==> src/hw/rtl/prrp_pkg.sv <==
// prrp_pkg: shared types, constants and codes for the ring record parser
// no dependencies; imported by every rtl file of the block except prrp_ram

package prrp_pkg;

  // stack capture depth and derived widths
  localparam int MAX_STACK_DEPTH = 32;
  localparam int STK_AW = (MAX_STACK_DEPTH > 1) ? $clog2(MAX_STACK_DEPTH) : 1;
  localparam int CNT_W = $clog2(MAX_STACK_DEPTH + 1);

  // job queue between front and back
  localparam int QUEUE_DEPTH = 4;
  localparam int QUEUE_AW = $clog2(QUEUE_DEPTH);
  localparam int QUEUE_CW = $clog2(QUEUE_DEPTH + 1);
  localparam int BUSY_W = $clog2(QUEUE_DEPTH + 2);

  // field widths
  localparam int WORD_W = 64;
  localparam int SIZE_W = 16;
  localparam int POS_W = 13;
  localparam int SAMPLES_W = 32;
  localparam int DEPTH_W = 6;
  localparam int KIND_W = 2;
  localparam int CFG_IDX_W = 1;

  // record layout
  localparam logic [31:0] TYPE_SAMPLE = 32'd9;
  localparam logic [31:0] TYPE_LOST = 32'd2;
  localparam logic [SIZE_W-1:0] MIN_RECORD_BYTES = 16'd8;
  localparam logic [POS_W-1:0] IP_POS = 13'd1;
  localparam logic [POS_W-1:0] LOST_POS = 13'd2;
  localparam logic [POS_W-1:0] NR_POS = 13'd4;
  localparam logic [POS_W-1:0] CHAIN_POS = 13'd5;

  // config register indexes and reset values
  localparam logic [CFG_IDX_W-1:0] CFG_CONTEXT_LIMIT = 1'b0;
  localparam logic [CFG_IDX_W-1:0] CFG_MAX_RECORD_BYTES = 1'b1;
  localparam logic [WORD_W-1:0] CONTEXT_LIMIT_RST = 64'hFFFF_FFFF_FFFF_F001;
  localparam logic [SIZE_W-1:0] MAX_RECORD_BYTES_RST = 16'hFFFF;

  typedef enum logic [KIND_W-1:0] {
    KIND_STACK  = 2'd0,
    KIND_TOTALS = 2'd1,
    KIND_ERROR  = 2'd2
  } kind_e_t;

  typedef enum logic [1:0] {
    CLASS_OTHER  = 2'd0,
    CLASS_SAMPLE = 2'd1,
    CLASS_LOST   = 2'd2
  } class_e_t;

  typedef enum logic [2:0] {
    BK_IDLE,
    BK_READ,
    BK_STACK,
    BK_IP,
    BK_ERR,
    BK_TOT
  } back_state_t;

  // one queued job: every result caused by one input word
  typedef struct packed {
    logic [CNT_W-1:0]     stack_cnt;
    logic                 ip_only;
    logic [WORD_W-1:0]    ip;
    logic                 err;
    logic                 tot;
    logic [SAMPLES_W-1:0] samples;
    logic [WORD_W-1:0]    lost;
  } job_t;

  // stack store write from the front
  typedef struct packed {
    logic              en;
    logic [STK_AW-1:0] addr;
    logic [WORD_W-1:0] data;
  } stk_wr_t;

endpackage

==> src/hw/rtl/prrp_if.sv <==
// prrp_if: valid/ready channel interfaces for input words and result items
// depends on prrp_pkg

interface prrp_in_if;
  import prrp_pkg::*;
  logic              valid;
  logic              ready;
  logic [WORD_W-1:0] word;
  logic              batch_end;

  modport source (output valid, output word, output batch_end, input ready);
  modport sink (input valid, input word, input batch_end, output ready);
endinterface

interface prrp_out_if;
  import prrp_pkg::*;
  logic                 valid;
  logic                 ready;
  logic [KIND_W-1:0]    kind;
  logic [WORD_W-1:0]    address;
  logic [DEPTH_W-1:0]   depth_index;
  logic                 last;
  logic [SAMPLES_W-1:0] samples_total;
  logic [WORD_W-1:0]    lost_total;

  modport source (output valid, output kind, output address, output depth_index,
                  output last, output samples_total, output lost_total, input ready);
  modport sink (input valid, input kind, input address, input depth_index,
                input last, input samples_total, input lost_total, output ready);
endinterface

==> src/hw/rtl/prrp_ram.sv <==
// prrp_ram: generic single write port ram with registered read
// no dependencies

module prrp_ram #(
  parameter int WIDTH = 64,
  parameter int DEPTH = 32
) (
  input  logic                                     clk,
  input  logic                                     we,
  input  logic [((DEPTH > 1) ? $clog2(DEPTH) : 1)-1:0] waddr,
  input  logic [WIDTH-1:0]                         wdata,
  input  logic                                     re,
  input  logic [((DEPTH > 1) ? $clog2(DEPTH) : 1)-1:0] raddr,
  output logic [WIDTH-1:0]                         rdata
);

  logic [WIDTH-1:0] mem_r [DEPTH];

  // write port
  always_ff @(posedge clk) begin
    if (we) begin
      mem_r[waddr] <= wdata;
    end
  end

  // registered read port, holds between reads
  always_ff @(posedge clk) begin
    if (re) begin
      rdata <= mem_r[raddr];
    end
  end

endmodule

==> src/hw/rtl/prrp_front.sv <==
// prrp_front: accepts stream words, tracks record state, writes the stack store
// and builds one job per word that has results; depends on prrp_pkg, prrp_if

module prrp_front (
  input  logic                           clk,
  input  logic                           rst_n,
  prrp_in_if.sink                        in_ch,
  input  logic                           cfg_we,
  input  logic [prrp_pkg::CFG_IDX_W-1:0] cfg_index,
  input  logic [prrp_pkg::WORD_W-1:0]    cfg_data,
  input  logic                           q_full,
  input  logic                           stack_done,
  output logic                           push,
  output prrp_pkg::job_t                 push_job,
  output prrp_pkg::stk_wr_t              stk_wr
);
  import prrp_pkg::*;

  logic                 discard_r, discard_nxt;
  logic [POS_W-1:0]     pos_r, pos_nxt;
  logic [POS_W-1:0]     words_r, words_nxt;
  class_e_t             class_r, class_nxt;
  logic [WORD_W-1:0]    ip_r, ip_nxt;
  logic [WORD_W-1:0]    exp_r, exp_nxt;
  logic [POS_W-1:0]     seen_r, seen_nxt;
  logic [CNT_W-1:0]     cnt_r, cnt_nxt;
  logic [SAMPLES_W-1:0] samples_r, samples_nxt;
  logic [WORD_W-1:0]    lost_r, lost_nxt;
  logic [WORD_W-1:0]    limit_r;
  logic [SIZE_W-1:0]    max_r;
  logic [BUSY_W-1:0]    busy_r, busy_nxt;

  logic              in_ready;
  logic              accept;
  logic              chain_word;
  logic [SIZE_W-1:0] size;
  logic              finish;
  logic              stack_push;

  // a chain word may write the stack store only while no stack job is queued or being drained
  assign chain_word = !discard_r && (pos_r >= CHAIN_POS) && (class_r == CLASS_SAMPLE);
  assign in_ready = !q_full && !(chain_word && (busy_r != '0));
  assign in_ch.ready = in_ready;
  assign accept = in_ch.valid && in_ready;
  assign size = in_ch.word[WORD_W-1:WORD_W-SIZE_W];

  // record parsing for one accepted word
  always_comb begin
    discard_nxt = discard_r;
    pos_nxt = pos_r;
    words_nxt = words_r;
    class_nxt = class_r;
    ip_nxt = ip_r;
    exp_nxt = exp_r;
    seen_nxt = seen_r;
    cnt_nxt = cnt_r;
    samples_nxt = samples_r;
    lost_nxt = lost_r;
    finish = 1'b0;
    stk_wr = '0;
    push_job = '0;
    if (accept) begin
      if (discard_r) begin
        if (in_ch.batch_end) begin
          discard_nxt = 1'b0;
        end
      end else if (pos_r == '0) begin
        // header word
        if (size < MIN_RECORD_BYTES || size > max_r) begin
          push_job.err = 1'b1;
          if (!in_ch.batch_end) begin
            discard_nxt = 1'b1;
          end
        end else begin
          words_nxt = size[SIZE_W-1:3];
          if (in_ch.word[31:0] == TYPE_SAMPLE) begin
            class_nxt = CLASS_SAMPLE;
          end else if (in_ch.word[31:0] == TYPE_LOST) begin
            class_nxt = CLASS_LOST;
          end else begin
            class_nxt = CLASS_OTHER;
          end
          ip_nxt = '0;
          exp_nxt = '0;
          seen_nxt = '0;
          cnt_nxt = '0;
          pos_nxt = IP_POS;
          finish = (size[SIZE_W-1:3] == IP_POS);
        end
      end else begin
        // body word
        if (class_r == CLASS_SAMPLE) begin
          if (pos_r == IP_POS) begin
            ip_nxt = in_ch.word;
          end else if (pos_r == NR_POS) begin
            exp_nxt = in_ch.word;
          end else if (pos_r >= CHAIN_POS &&
                       {{(WORD_W-POS_W){1'b0}}, seen_r} < exp_r) begin
            seen_nxt = seen_r + 1'b1;
            if (in_ch.word < limit_r && cnt_r < CNT_W'(MAX_STACK_DEPTH)) begin
              stk_wr.en = 1'b1;
              stk_wr.addr = cnt_r[STK_AW-1:0];
              stk_wr.data = in_ch.word;
              cnt_nxt = cnt_r + 1'b1;
            end
          end
        end else if (class_r == CLASS_LOST && pos_r == LOST_POS) begin
          lost_nxt = lost_r + in_ch.word;
        end
        pos_nxt = pos_r + 1'b1;
        finish = ((pos_r + 1'b1) >= words_r);
      end
      // record end
      if (finish) begin
        pos_nxt = '0;
        if (class_nxt == CLASS_SAMPLE) begin
          samples_nxt = samples_r + 1'b1;
          if (words_nxt >= CHAIN_POS) begin
            if (cnt_nxt != '0) begin
              push_job.stack_cnt = cnt_nxt;
            end else if (ip_nxt != '0) begin
              push_job.ip_only = 1'b1;
            end
          end
        end
      end
      push_job.tot = in_ch.batch_end;
    end
    push_job.ip = ip_nxt;
    push_job.samples = samples_nxt;
    push_job.lost = lost_nxt;
  end

  assign push = accept && (push_job.err || push_job.tot || push_job.ip_only ||
                           (push_job.stack_cnt != '0));
  assign stack_push = push && (push_job.stack_cnt != '0);

  // count of stack jobs not yet drained by the back
  always_comb begin
    unique case ({stack_push, stack_done})
      2'b10:   busy_nxt = busy_r + 1'b1;
      2'b01:   busy_nxt = busy_r - 1'b1;
      default: busy_nxt = busy_r;
    endcase
  end

  // parser state
  always_ff @(posedge clk) begin
    if (!rst_n) begin
      discard_r <= 1'b0;
      pos_r <= '0;
      words_r <= '0;
      class_r <= CLASS_OTHER;
      ip_r <= '0;
      exp_r <= '0;
      seen_r <= '0;
      cnt_r <= '0;
      samples_r <= '0;
      lost_r <= '0;
      busy_r <= '0;
    end else begin
      discard_r <= discard_nxt;
      pos_r <= pos_nxt;
      words_r <= words_nxt;
      class_r <= class_nxt;
      ip_r <= ip_nxt;
      exp_r <= exp_nxt;
      seen_r <= seen_nxt;
      cnt_r <= cnt_nxt;
      samples_r <= samples_nxt;
      lost_r <= lost_nxt;
      busy_r <= busy_nxt;
    end
  end

  // config registers
  always_ff @(posedge clk) begin
    if (!rst_n) begin
      limit_r <= CONTEXT_LIMIT_RST;
      max_r <= MAX_RECORD_BYTES_RST;
    end else if (cfg_we) begin
      unique case (cfg_index)
        CFG_CONTEXT_LIMIT:    limit_r <= cfg_data;
        CFG_MAX_RECORD_BYTES: max_r <= cfg_data[SIZE_W-1:0];
        default: ;
      endcase
    end
  end

endmodule

==> src/hw/rtl/prrp_queue.sv <==
// prrp_queue: short job fifo between front and back
// depends on prrp_pkg

module prrp_queue (
  input  logic           clk,
  input  logic           rst_n,
  input  logic           push,
  input  prrp_pkg::job_t push_job,
  input  logic           pop,
  output prrp_pkg::job_t head,
  output logic           empty,
  output logic           full
);
  import prrp_pkg::*;

  job_t                entry_r [QUEUE_DEPTH];
  logic [QUEUE_AW-1:0] wr_ptr_r;
  logic [QUEUE_AW-1:0] rd_ptr_r;
  logic [QUEUE_CW-1:0] count_r;

  assign empty = (count_r == '0);
  assign full = (count_r == QUEUE_CW'(QUEUE_DEPTH));
  assign head = entry_r[rd_ptr_r];

  // storage
  always_ff @(posedge clk) begin
    if (push) begin
      entry_r[wr_ptr_r] <= push_job;
    end
  end

  // pointers and fill count
  always_ff @(posedge clk) begin
    if (!rst_n) begin
      wr_ptr_r <= '0;
      rd_ptr_r <= '0;
      count_r <= '0;
    end else begin
      if (push) begin
        wr_ptr_r <= wr_ptr_r + 1'b1;
      end
      if (pop) begin
        rd_ptr_r <= rd_ptr_r + 1'b1;
      end
      if (push && !pop) begin
        count_r <= count_r + 1'b1;
      end else if (pop && !push) begin
        count_r <= count_r - 1'b1;
      end
    end
  end

endmodule

==> src/hw/rtl/prrp_back.sv <==
// prrp_back: takes jobs from the queue and sends their results, reading
// stack entries from the stack store; depends on prrp_pkg, prrp_if

module prrp_back (
  input  logic                        clk,
  input  logic                        rst_n,
  input  prrp_pkg::job_t              q_head,
  input  logic                        q_empty,
  output logic                        pop,
  output logic                        rd_en,
  output logic [prrp_pkg::STK_AW-1:0] rd_addr,
  input  logic [prrp_pkg::WORD_W-1:0] rd_data,
  output logic                        stack_done,
  prrp_out_if.source                  out_ch
);
  import prrp_pkg::*;

  back_state_t state_r, state_nxt;
  job_t        job_r;
  logic [CNT_W-1:0] idx_r, idx_nxt;

  logic                 out_valid_r;
  kind_e_t              kind_r;
  logic [WORD_W-1:0]    address_r;
  logic [DEPTH_W-1:0]   depth_r;
  logic                 last_r;
  logic [SAMPLES_W-1:0] samples_r;
  logic [WORD_W-1:0]    lost_r;

  logic              emit;
  logic              idx_last;
  back_state_t       first_state;
  back_state_t       tail_state;
  logic              out_load;
  kind_e_t           kind_nxt;
  logic [WORD_W-1:0] address_nxt;
  logic [DEPTH_W-1:0] depth_nxt;
  logic              last_nxt;

  assign emit = !out_valid_r || out_ch.ready;
  assign idx_last = (idx_r == job_r.stack_cnt - 1'b1);

  // first phase of a new job and what follows the address results
  always_comb begin
    priority if (q_head.stack_cnt != '0) begin
      first_state = BK_READ;
    end else if (q_head.ip_only) begin
      first_state = BK_IP;
    end else if (q_head.err) begin
      first_state = BK_ERR;
    end else begin
      first_state = BK_TOT;
    end
    priority if (job_r.err) begin
      tail_state = BK_ERR;
    end else if (job_r.tot) begin
      tail_state = BK_TOT;
    end else begin
      tail_state = BK_IDLE;
    end
  end

  // next state
  always_comb begin
    state_nxt = state_r;
    unique case (state_r)
      BK_IDLE: begin
        if (!q_empty) begin
          state_nxt = first_state;
        end
      end
      BK_READ: state_nxt = BK_STACK;
      BK_STACK: begin
        if (emit) begin
          state_nxt = idx_last ? tail_state : BK_READ;
        end
      end
      BK_IP: begin
        if (emit) begin
          state_nxt = tail_state;
        end
      end
      BK_ERR: begin
        if (emit) begin
          state_nxt = job_r.tot ? BK_TOT : BK_IDLE;
        end
      end
      BK_TOT: begin
        if (emit) begin
          state_nxt = BK_IDLE;
        end
      end
      default: state_nxt = BK_IDLE;
    endcase
  end

  // outputs per state
  always_comb begin
    pop = 1'b0;
    rd_en = 1'b0;
    stack_done = 1'b0;
    out_load = 1'b0;
    idx_nxt = idx_r;
    kind_nxt = KIND_TOTALS;
    address_nxt = '0;
    depth_nxt = '0;
    last_nxt = 1'b1;
    unique case (state_r)
      BK_IDLE: begin
        pop = !q_empty;
        idx_nxt = '0;
      end
      BK_READ: rd_en = 1'b1;
      BK_STACK: begin
        out_load = emit;
        kind_nxt = KIND_STACK;
        address_nxt = rd_data;
        depth_nxt = DEPTH_W'(idx_r);
        last_nxt = idx_last && !job_r.err && !job_r.tot;
        stack_done = emit && idx_last;
        if (emit && !idx_last) begin
          idx_nxt = idx_r + 1'b1;
        end
      end
      BK_IP: begin
        out_load = emit;
        kind_nxt = KIND_STACK;
        address_nxt = job_r.ip;
        last_nxt = !job_r.err && !job_r.tot;
      end
      BK_ERR: begin
        out_load = emit;
        kind_nxt = KIND_ERROR;
        last_nxt = !job_r.tot;
      end
      BK_TOT: out_load = emit;
      default: ;
    endcase
  end

  assign rd_addr = idx_r[STK_AW-1:0];

  // sequencer state
  always_ff @(posedge clk) begin
    if (!rst_n) begin
      state_r <= BK_IDLE;
      idx_r <= '0;
    end else begin
      state_r <= state_nxt;
      idx_r <= idx_nxt;
    end
  end

  // current job
  always_ff @(posedge clk) begin
    if (pop) begin
      job_r <= q_head;
    end
  end

  // output register
  always_ff @(posedge clk) begin
    if (!rst_n) begin
      out_valid_r <= 1'b0;
    end else if (out_load) begin
      out_valid_r <= 1'b1;
    end else if (out_ch.ready) begin
      out_valid_r <= 1'b0;
    end
  end

  always_ff @(posedge clk) begin
    if (out_load) begin
      kind_r <= kind_nxt;
      address_r <= address_nxt;
      depth_r <= depth_nxt;
      last_r <= last_nxt;
      samples_r <= job_r.samples;
      lost_r <= job_r.lost;
    end
  end

  assign out_ch.valid = out_valid_r;
  assign out_ch.kind = kind_r;
  assign out_ch.address = address_r;
  assign out_ch.depth_index = depth_r;
  assign out_ch.last = last_r;
  assign out_ch.samples_total = samples_r;
  assign out_ch.lost_total = lost_r;

endmodule

==> src/hw/rtl/perf_ring_record_parser_core.sv <==
// perf_ring_record_parser_core: one input word per cycle when the job queue has room
// and no stack job is queued or draining while a chain word arrives; the first result
// of a word passes through the job queue, the back and its output register, a stack
// also through a store read; the back sends one result per cycle while the port is ready,
// with a store read before each stack address and a pop per job from the four-entry queue
// synchronous active-low reset clears parser state, counters and queue and sets config to its reset values

module perf_ring_record_parser_core (
  input  logic                           clk,
  input  logic                           rst_n,
  prrp_in_if.sink                        in_ch,
  prrp_out_if.source                     out_ch,
  input  logic                           cfg_we,
  input  logic [prrp_pkg::CFG_IDX_W-1:0] cfg_index,
  input  logic [prrp_pkg::WORD_W-1:0]    cfg_data
);
  import prrp_pkg::*;

  logic              push;
  job_t              push_job;
  job_t              q_head;
  logic              q_empty;
  logic              q_full;
  logic              pop;
  stk_wr_t           stk_wr;
  logic              rd_en;
  logic [STK_AW-1:0] rd_addr;
  logic [WORD_W-1:0] rd_data;
  logic              stack_done;

  prrp_front u_front (
    .clk        (clk),
    .rst_n      (rst_n),
    .in_ch      (in_ch),
    .cfg_we     (cfg_we),
    .cfg_index  (cfg_index),
    .cfg_data   (cfg_data),
    .q_full     (q_full),
    .stack_done (stack_done),
    .push       (push),
    .push_job   (push_job),
    .stk_wr     (stk_wr)
  );

  prrp_ram #(
    .WIDTH (WORD_W),
    .DEPTH (MAX_STACK_DEPTH)
  ) u_stack_ram (
    .clk   (clk),
    .we    (stk_wr.en),
    .waddr (stk_wr.addr),
    .wdata (stk_wr.data),
    .re    (rd_en),
    .raddr (rd_addr),
    .rdata (rd_data)
  );

  prrp_queue u_queue (
    .clk      (clk),
    .rst_n    (rst_n),
    .push     (push),
    .push_job (push_job),
    .pop      (pop),
    .head     (q_head),
    .empty    (q_empty),
    .full     (q_full)
  );

  prrp_back u_back (
    .clk        (clk),
    .rst_n      (rst_n),
    .q_head     (q_head),
    .q_empty    (q_empty),
    .pop        (pop),
    .rd_en      (rd_en),
    .rd_addr    (rd_addr),
    .rd_data    (rd_data),
    .stack_done (stack_done),
    .out_ch     (out_ch)
  );

endmodule

==> src/flat_wrapper.sv <==
// flat-port wrapper written by rule: the top's interface ports become plain ports
module perf_ring_record_parser_core_flat import prrp_pkg::*;
  (clk, rst_n, cfg_we, cfg_index, cfg_data, in_ch_valid, in_ch_word, in_ch_batch_end, in_ch_ready, out_ch_valid, out_ch_kind, out_ch_address, out_ch_depth_index, out_ch_last, out_ch_samples_total, out_ch_lost_total, out_ch_ready);
  prrp_in_if in_ch_i ();
  prrp_out_if out_ch_i ();
  input  logic clk;
  input  logic rst_n;
  input  logic cfg_we;
  input  logic [prrp_pkg::CFG_IDX_W-1:0] cfg_index;
  input  logic [prrp_pkg::WORD_W-1:0] cfg_data;
  input wire logic [$bits(in_ch_i.valid)-1:0] in_ch_valid;
  input wire logic [$bits(in_ch_i.word)-1:0] in_ch_word;
  input wire logic [$bits(in_ch_i.batch_end)-1:0] in_ch_batch_end;
  output wire logic [$bits(in_ch_i.ready)-1:0] in_ch_ready;
  output wire logic [$bits(out_ch_i.valid)-1:0] out_ch_valid;
  output wire logic [$bits(out_ch_i.kind)-1:0] out_ch_kind;
  output wire logic [$bits(out_ch_i.address)-1:0] out_ch_address;
  output wire logic [$bits(out_ch_i.depth_index)-1:0] out_ch_depth_index;
  output wire logic [$bits(out_ch_i.last)-1:0] out_ch_last;
  output wire logic [$bits(out_ch_i.samples_total)-1:0] out_ch_samples_total;
  output wire logic [$bits(out_ch_i.lost_total)-1:0] out_ch_lost_total;
  input wire logic [$bits(out_ch_i.ready)-1:0] out_ch_ready;
  assign in_ch_i.valid = in_ch_valid;
  assign in_ch_i.word = in_ch_word;
  assign in_ch_i.batch_end = in_ch_batch_end;
  assign in_ch_ready = in_ch_i.ready;
  assign out_ch_valid = out_ch_i.valid;
  assign out_ch_kind = out_ch_i.kind;
  assign out_ch_address = out_ch_i.address;
  assign out_ch_depth_index = out_ch_i.depth_index;
  assign out_ch_last = out_ch_i.last;
  assign out_ch_samples_total = out_ch_i.samples_total;
  assign out_ch_lost_total = out_ch_i.lost_total;
  assign out_ch_i.ready = out_ch_ready;
  perf_ring_record_parser_core u_core (.clk(clk), .rst_n(rst_n), .in_ch(in_ch_i), .out_ch(out_ch_i), .cfg_we(cfg_we), .cfg_index(cfg_index), .cfg_data(cfg_data));
endmodule
==> config.mk <==
export PLATFORM = sky130hd
export DESIGN_NAME = perf_ring_record_parser_core_flat
export DESIGN_NICKNAME = d
export VERILOG_FILES = /design/src/hw/rtl/prrp_pkg.sv /design/src/hw/rtl/prrp_if.sv /design/src/hw/rtl/prrp_ram.sv /design/src/hw/rtl/prrp_front.sv /design/src/hw/rtl/prrp_queue.sv /design/src/hw/rtl/prrp_back.sv /design/src/hw/rtl/perf_ring_record_parser_core.sv /design/src/flat_wrapper.sv
export SDC_FILE = /design/constraint.sdc
export NUM_CORES = 2
export LEC_CHECK = 0
export ABC_AREA = 1
export BUFFER_PORTS_ARGS = -buffer_cell sky130_fd_sc_hd__buf_4
export CORE_MARGIN = 8
export CORE_UTILIZATION = 31
export DETAILED_ROUTE_END_ITERATION = 10
export PLACE_DENSITY = 0.43
export SLEW_MARGIN = 10
export SYNTH_ARGS = -nofsm -noshare
export SYNTH_HDL_FRONTEND = slang
export SYNTH_SLANG_ARGS = --single-unit
export TNS_END_PERCENT = 1
==> constraint.sdc <==
create_clock -name clk -period 14.6 [get_ports clk]
set_input_delay 0.73 -clock clk [delete_from_list [all_inputs] [get_ports clk]]
set_output_delay 0.73 -clock clk [all_outputs]
set_load 0.05 [all_outputs]
==> results.tsv <==
metric	value	unit
status	finished clean	
nFillCells	44389	
htreeDepth	5	
required	15170	ps
grt-ovfl-total	0	
grt_util_all_layers	20.6	%
rsz0062_at_grt	false	
ant_nets	0	
finalHoldViolations	0	
row_count	249	
ys_warn_count	0	
worstMarginPinSlew	1430	ps
start_kind	flip-flop	
drt-total-wl	517	mm
grt_antenna_before_repair	45	
r2r-end	u_core.u_queue.entry_r[3][56]$_DFFE_PP_	
insertion_delay	1000	ps
cts_num_sinks	3499	
avgRoutedWirePerCell	27.6	microns
yosysSeqAreaShare	71.1	%
drtIter0Drc	9638	
drive_gt1_share	10.5	%
nNetsFinal	12509	
maxSlewViolCount	0	
cts_resized	0	
synth_top_area_share	65.8	%
ios	306	
clock-root-buffer	clkbuf_16	
ir_drop	124	uV
syn_nets	12238	
grt_pass1_vias	95719	
initial_core_util	31.1	%
synth.area.top_cells	edfxtp_1, o21ai_0, dfxtp_1	
top_layer_used	met5	
met2_length	241	mm
crit_path_max_fanout	100	
grt_pass1_wl	727	mm
vias	98126	
avgSynthCellArea	12.0	sq um
dpl.hpwl	325	mm
grt_max_degree	167	
tns	0	ps
clock_path_buffers	4	
crit_start	u_core.u_front.pos_r[0]$_SDFFE_PN0P_	
drcViolationCount	0	
cts_hold_buf	52	
syn_area	143000	sq um
arrival	7560	ps
timing.fmax	143	MHz
dp.cells	17887	
reg2reg_slack	7610	ps
met1_length	226	mm
synth_top_cell_by_area	edfxtp_1	
dominantRegCellSynth	edfxtp_1	
die_h	694	microns
finalNonFillerCells	18689	
cts_tree	built	
synth_cell_type_count	64	
min_period_over_period	47.9	%
io_buffers	305	
via_per_inst	5.25	
worstSetupEndpoint	u_core.u_queue.entry_r[3][56]$_DFFE_PP_	
reg2reg_depth	23	
fp.dieW	694	microns
synth_enable_flop_cells	3125	
postSynthCellCount	11917	
place_congestion	0.886	
cap_violations	0	
holdWs	76.3	ps
critPathKind	reg2reg	
relSlewSlack	4.56	%
hp-class	in2reg	
p_leak	52.5	nW
worstSetupEndpointType	flip-flop	
drt_pass1_iterations	9	
ys_ff_latch	3499	
area_growth	16.5	%
wl_met3	28.8	mm
async_flop_share	0	%
powerDensity	170	nW/um^2
core_area	459000	sq um
regToRegStartpoint	u_core.u_front.pos_r[0]$_SDFFE_PN0P_	
final-setup-viol-count	0	
path_clk_slew	60	ps
die-area	482000	sq um
cts_buffers	396	
layout_min_cycle_time	6990	ps
post-cts-setup-buffers	0	
fin_skew	89.4	ps
## critical path: stages (launching register included)
cell	delay [ps]
dfxtp_1	450
ha_1	220
nand3_1	120
nor3_1	350
nand3_1	180
nor4_1	270
xor2_1	180
inv_1	80
ha_1	290
nand4_1	80
o21ai_0	290
nand2_1	140
a21oi_2	200
buf_4	380
nand2_2	120
nor2_4	310
inv_2	120
nor2_4	170
o21ai_0	140
nand3_1	160
nor2_4	100
nor2_4	710
buf_4	730
buf_12	550
## cell families (layout without fill, tap and decap cells)
family / Yosys count / after routing / share of synthesized area [%]
other: 0 / 17 / 0
xor gates and xnor gates: 74 / 74 / 0.455
AOI/OAI and AO/OA: 3235 / 3235 / 13.0
DFF: 3499 / 3499 / 71.1
adders and majority gates: 186 / 186 / 1.65
and+or+nand+nor: 3546 / 3546 / 10.2
buffers and inverters: 1377 / 1983 / 3.68
## state kept, by name (all words and copies together) (netlist names), 3 cells and up, named ones only
signal and flops:
u_core.u_front.max_r 16, u_core.u_front.seen_r 13, u_core.u_queue.count_r 3, u_core.u_back.out_ch.samples_total 32, u_core.u_front.exp_r 64, u_core.u_back.out_ch.address 64
u_core.u_front.samples_r 32, u_core.u_front.pos_r 13, u_core.u_front.ip_r 64, u_core.u_back.idx_r 6, u_core.u_queue.entry_r 676, u_core.u_front.limit_r 64
u_core.u_stack_ram.mem_r 2048, u_core.u_back.out_ch.depth_index 6, u_core.u_front.lost_r 64, u_core.u_stack_ram.rdata 64, u_core.u_front.cnt_r 6, u_core.u_back.out_ch.lost_total 64
u_core.u_front.words_r 13, u_core.u_front.busy_r 3, u_core.u_back.state_r 3, u_core.u_back.job_r 168
## through the flow
step	utilization, %	cell area [sq um]	worst slack [ps]	power [mW]
6_report	36.2	166000	7610	28.3
2_1_floorplan	-	143000	3660	15.9
4_1_cts	36.2	166000	7510	28.6
3_3_place_gp	33.2	152000	7460	18.6
3_5_place_dp	33.2	153000	7510	18.6
5_1_grt	36.2	166000	7180	29.4
## cell type report
class                      instances  area, sq um  share of cell area, %
clock buffer                     510        10600                   6.38
tap                             6149         7690                   4.63
timing repair buffer             590         4760                   2.87
sequential                      3499       101000                   61.0
inverter                         660         2540                   1.53
antenna                           17         42.5                 0.0256
clock inverter                   223         2300                   1.38
multi-input combinational       7041        36700                   22.1
## Yosys cell counts (all sizes together), types with 12 or more instances
master and count:
dfxtp 374, inv 655, o22ai 512, a211oi 54, nand2 1151, nor4 30
nor3 65, ha 183, edfxtp 3125, nor2 1828, xnor2 12, a32oi 23
o211ai 89, nand4 123, nand3 291, a31oi 39, buf 67, a21oi 449
o21bai 51, a221oi 35, xor2 62, clkbuf 650, o21a 15, or2 43
o21ai 1739, o221ai 164
## power by group
group | switching [mW] | leakage, nW | internal, mW | total, mW
clock | 4.19 | 6.28 | 5.77 | 9.96
sequential | 0.310 | 26.7 | 11.8 | 12.1
combinational | 4.82 | 19.4 | 1.42 | 6.24
total | 9.32 | 52.5 | 19.0 | 28.3
## worst min-delay path by stage
| stage | end | cells past startpoint | from |
|---|---|---|---|
| floorplan | u_core.u_back.out_ch.lost_total[0]$_DFFE_PP_ | 0 | u_core.u_back.job_r[0]$_DFFE_PP_ |
| global placement | u_core.u_back.out_ch.samples_total[13]$_DFFE_PP_ | 0 | u_core.u_back.job_r[77]$_DFFE_PP_ |
| detailed placement | u_core.u_back.out_ch.lost_total[17]$_DFFE_PP_ | 0 | u_core.u_back.job_r[17]$_DFFE_PP_ |
| CTS | u_core.u_front.limit_r[59]$_SDFFE_PN1P_ | 3 | cfg_data[59] |
| global route | u_core.u_front.limit_r[59]$_SDFFE_PN1P_ | 3 | cfg_data[59] |
| finish | u_core.u_front.limit_r[59]$_SDFFE_PN1P_ | 3 | cfg_data[59] |
## per-layer routing
layer / vias to the layer above / GRT usage [%]
met5: - / 0
met4: 4 / 7.32
met3: 732 / 2.71
met2: 3245 / 33.6
met1: 50142 / 28.1
li1: 44003 / -
## cell usage in the layout, fill, tap and decap left out, drive strengths merged, types with 35 or more instances in the layout
cell,n
edfxtp,3125
nor2,1828
o21ai,1739
nand2,1151
inv,667
buf,538
o22ai,512
clkbuf,510
a21oi,449
dfxtp,374
nand3,291
ha,183
clkinv,168
o221ai,164
nand4,123
o211ai,89
nor3,65
xor2,62
a211oi,54
dlygate4sd3,52
o21bai,51
or2,43
a31oi,39
bufinv,36
a221oi,35
No activity file was read; power rests on OpenSTA's default activity.
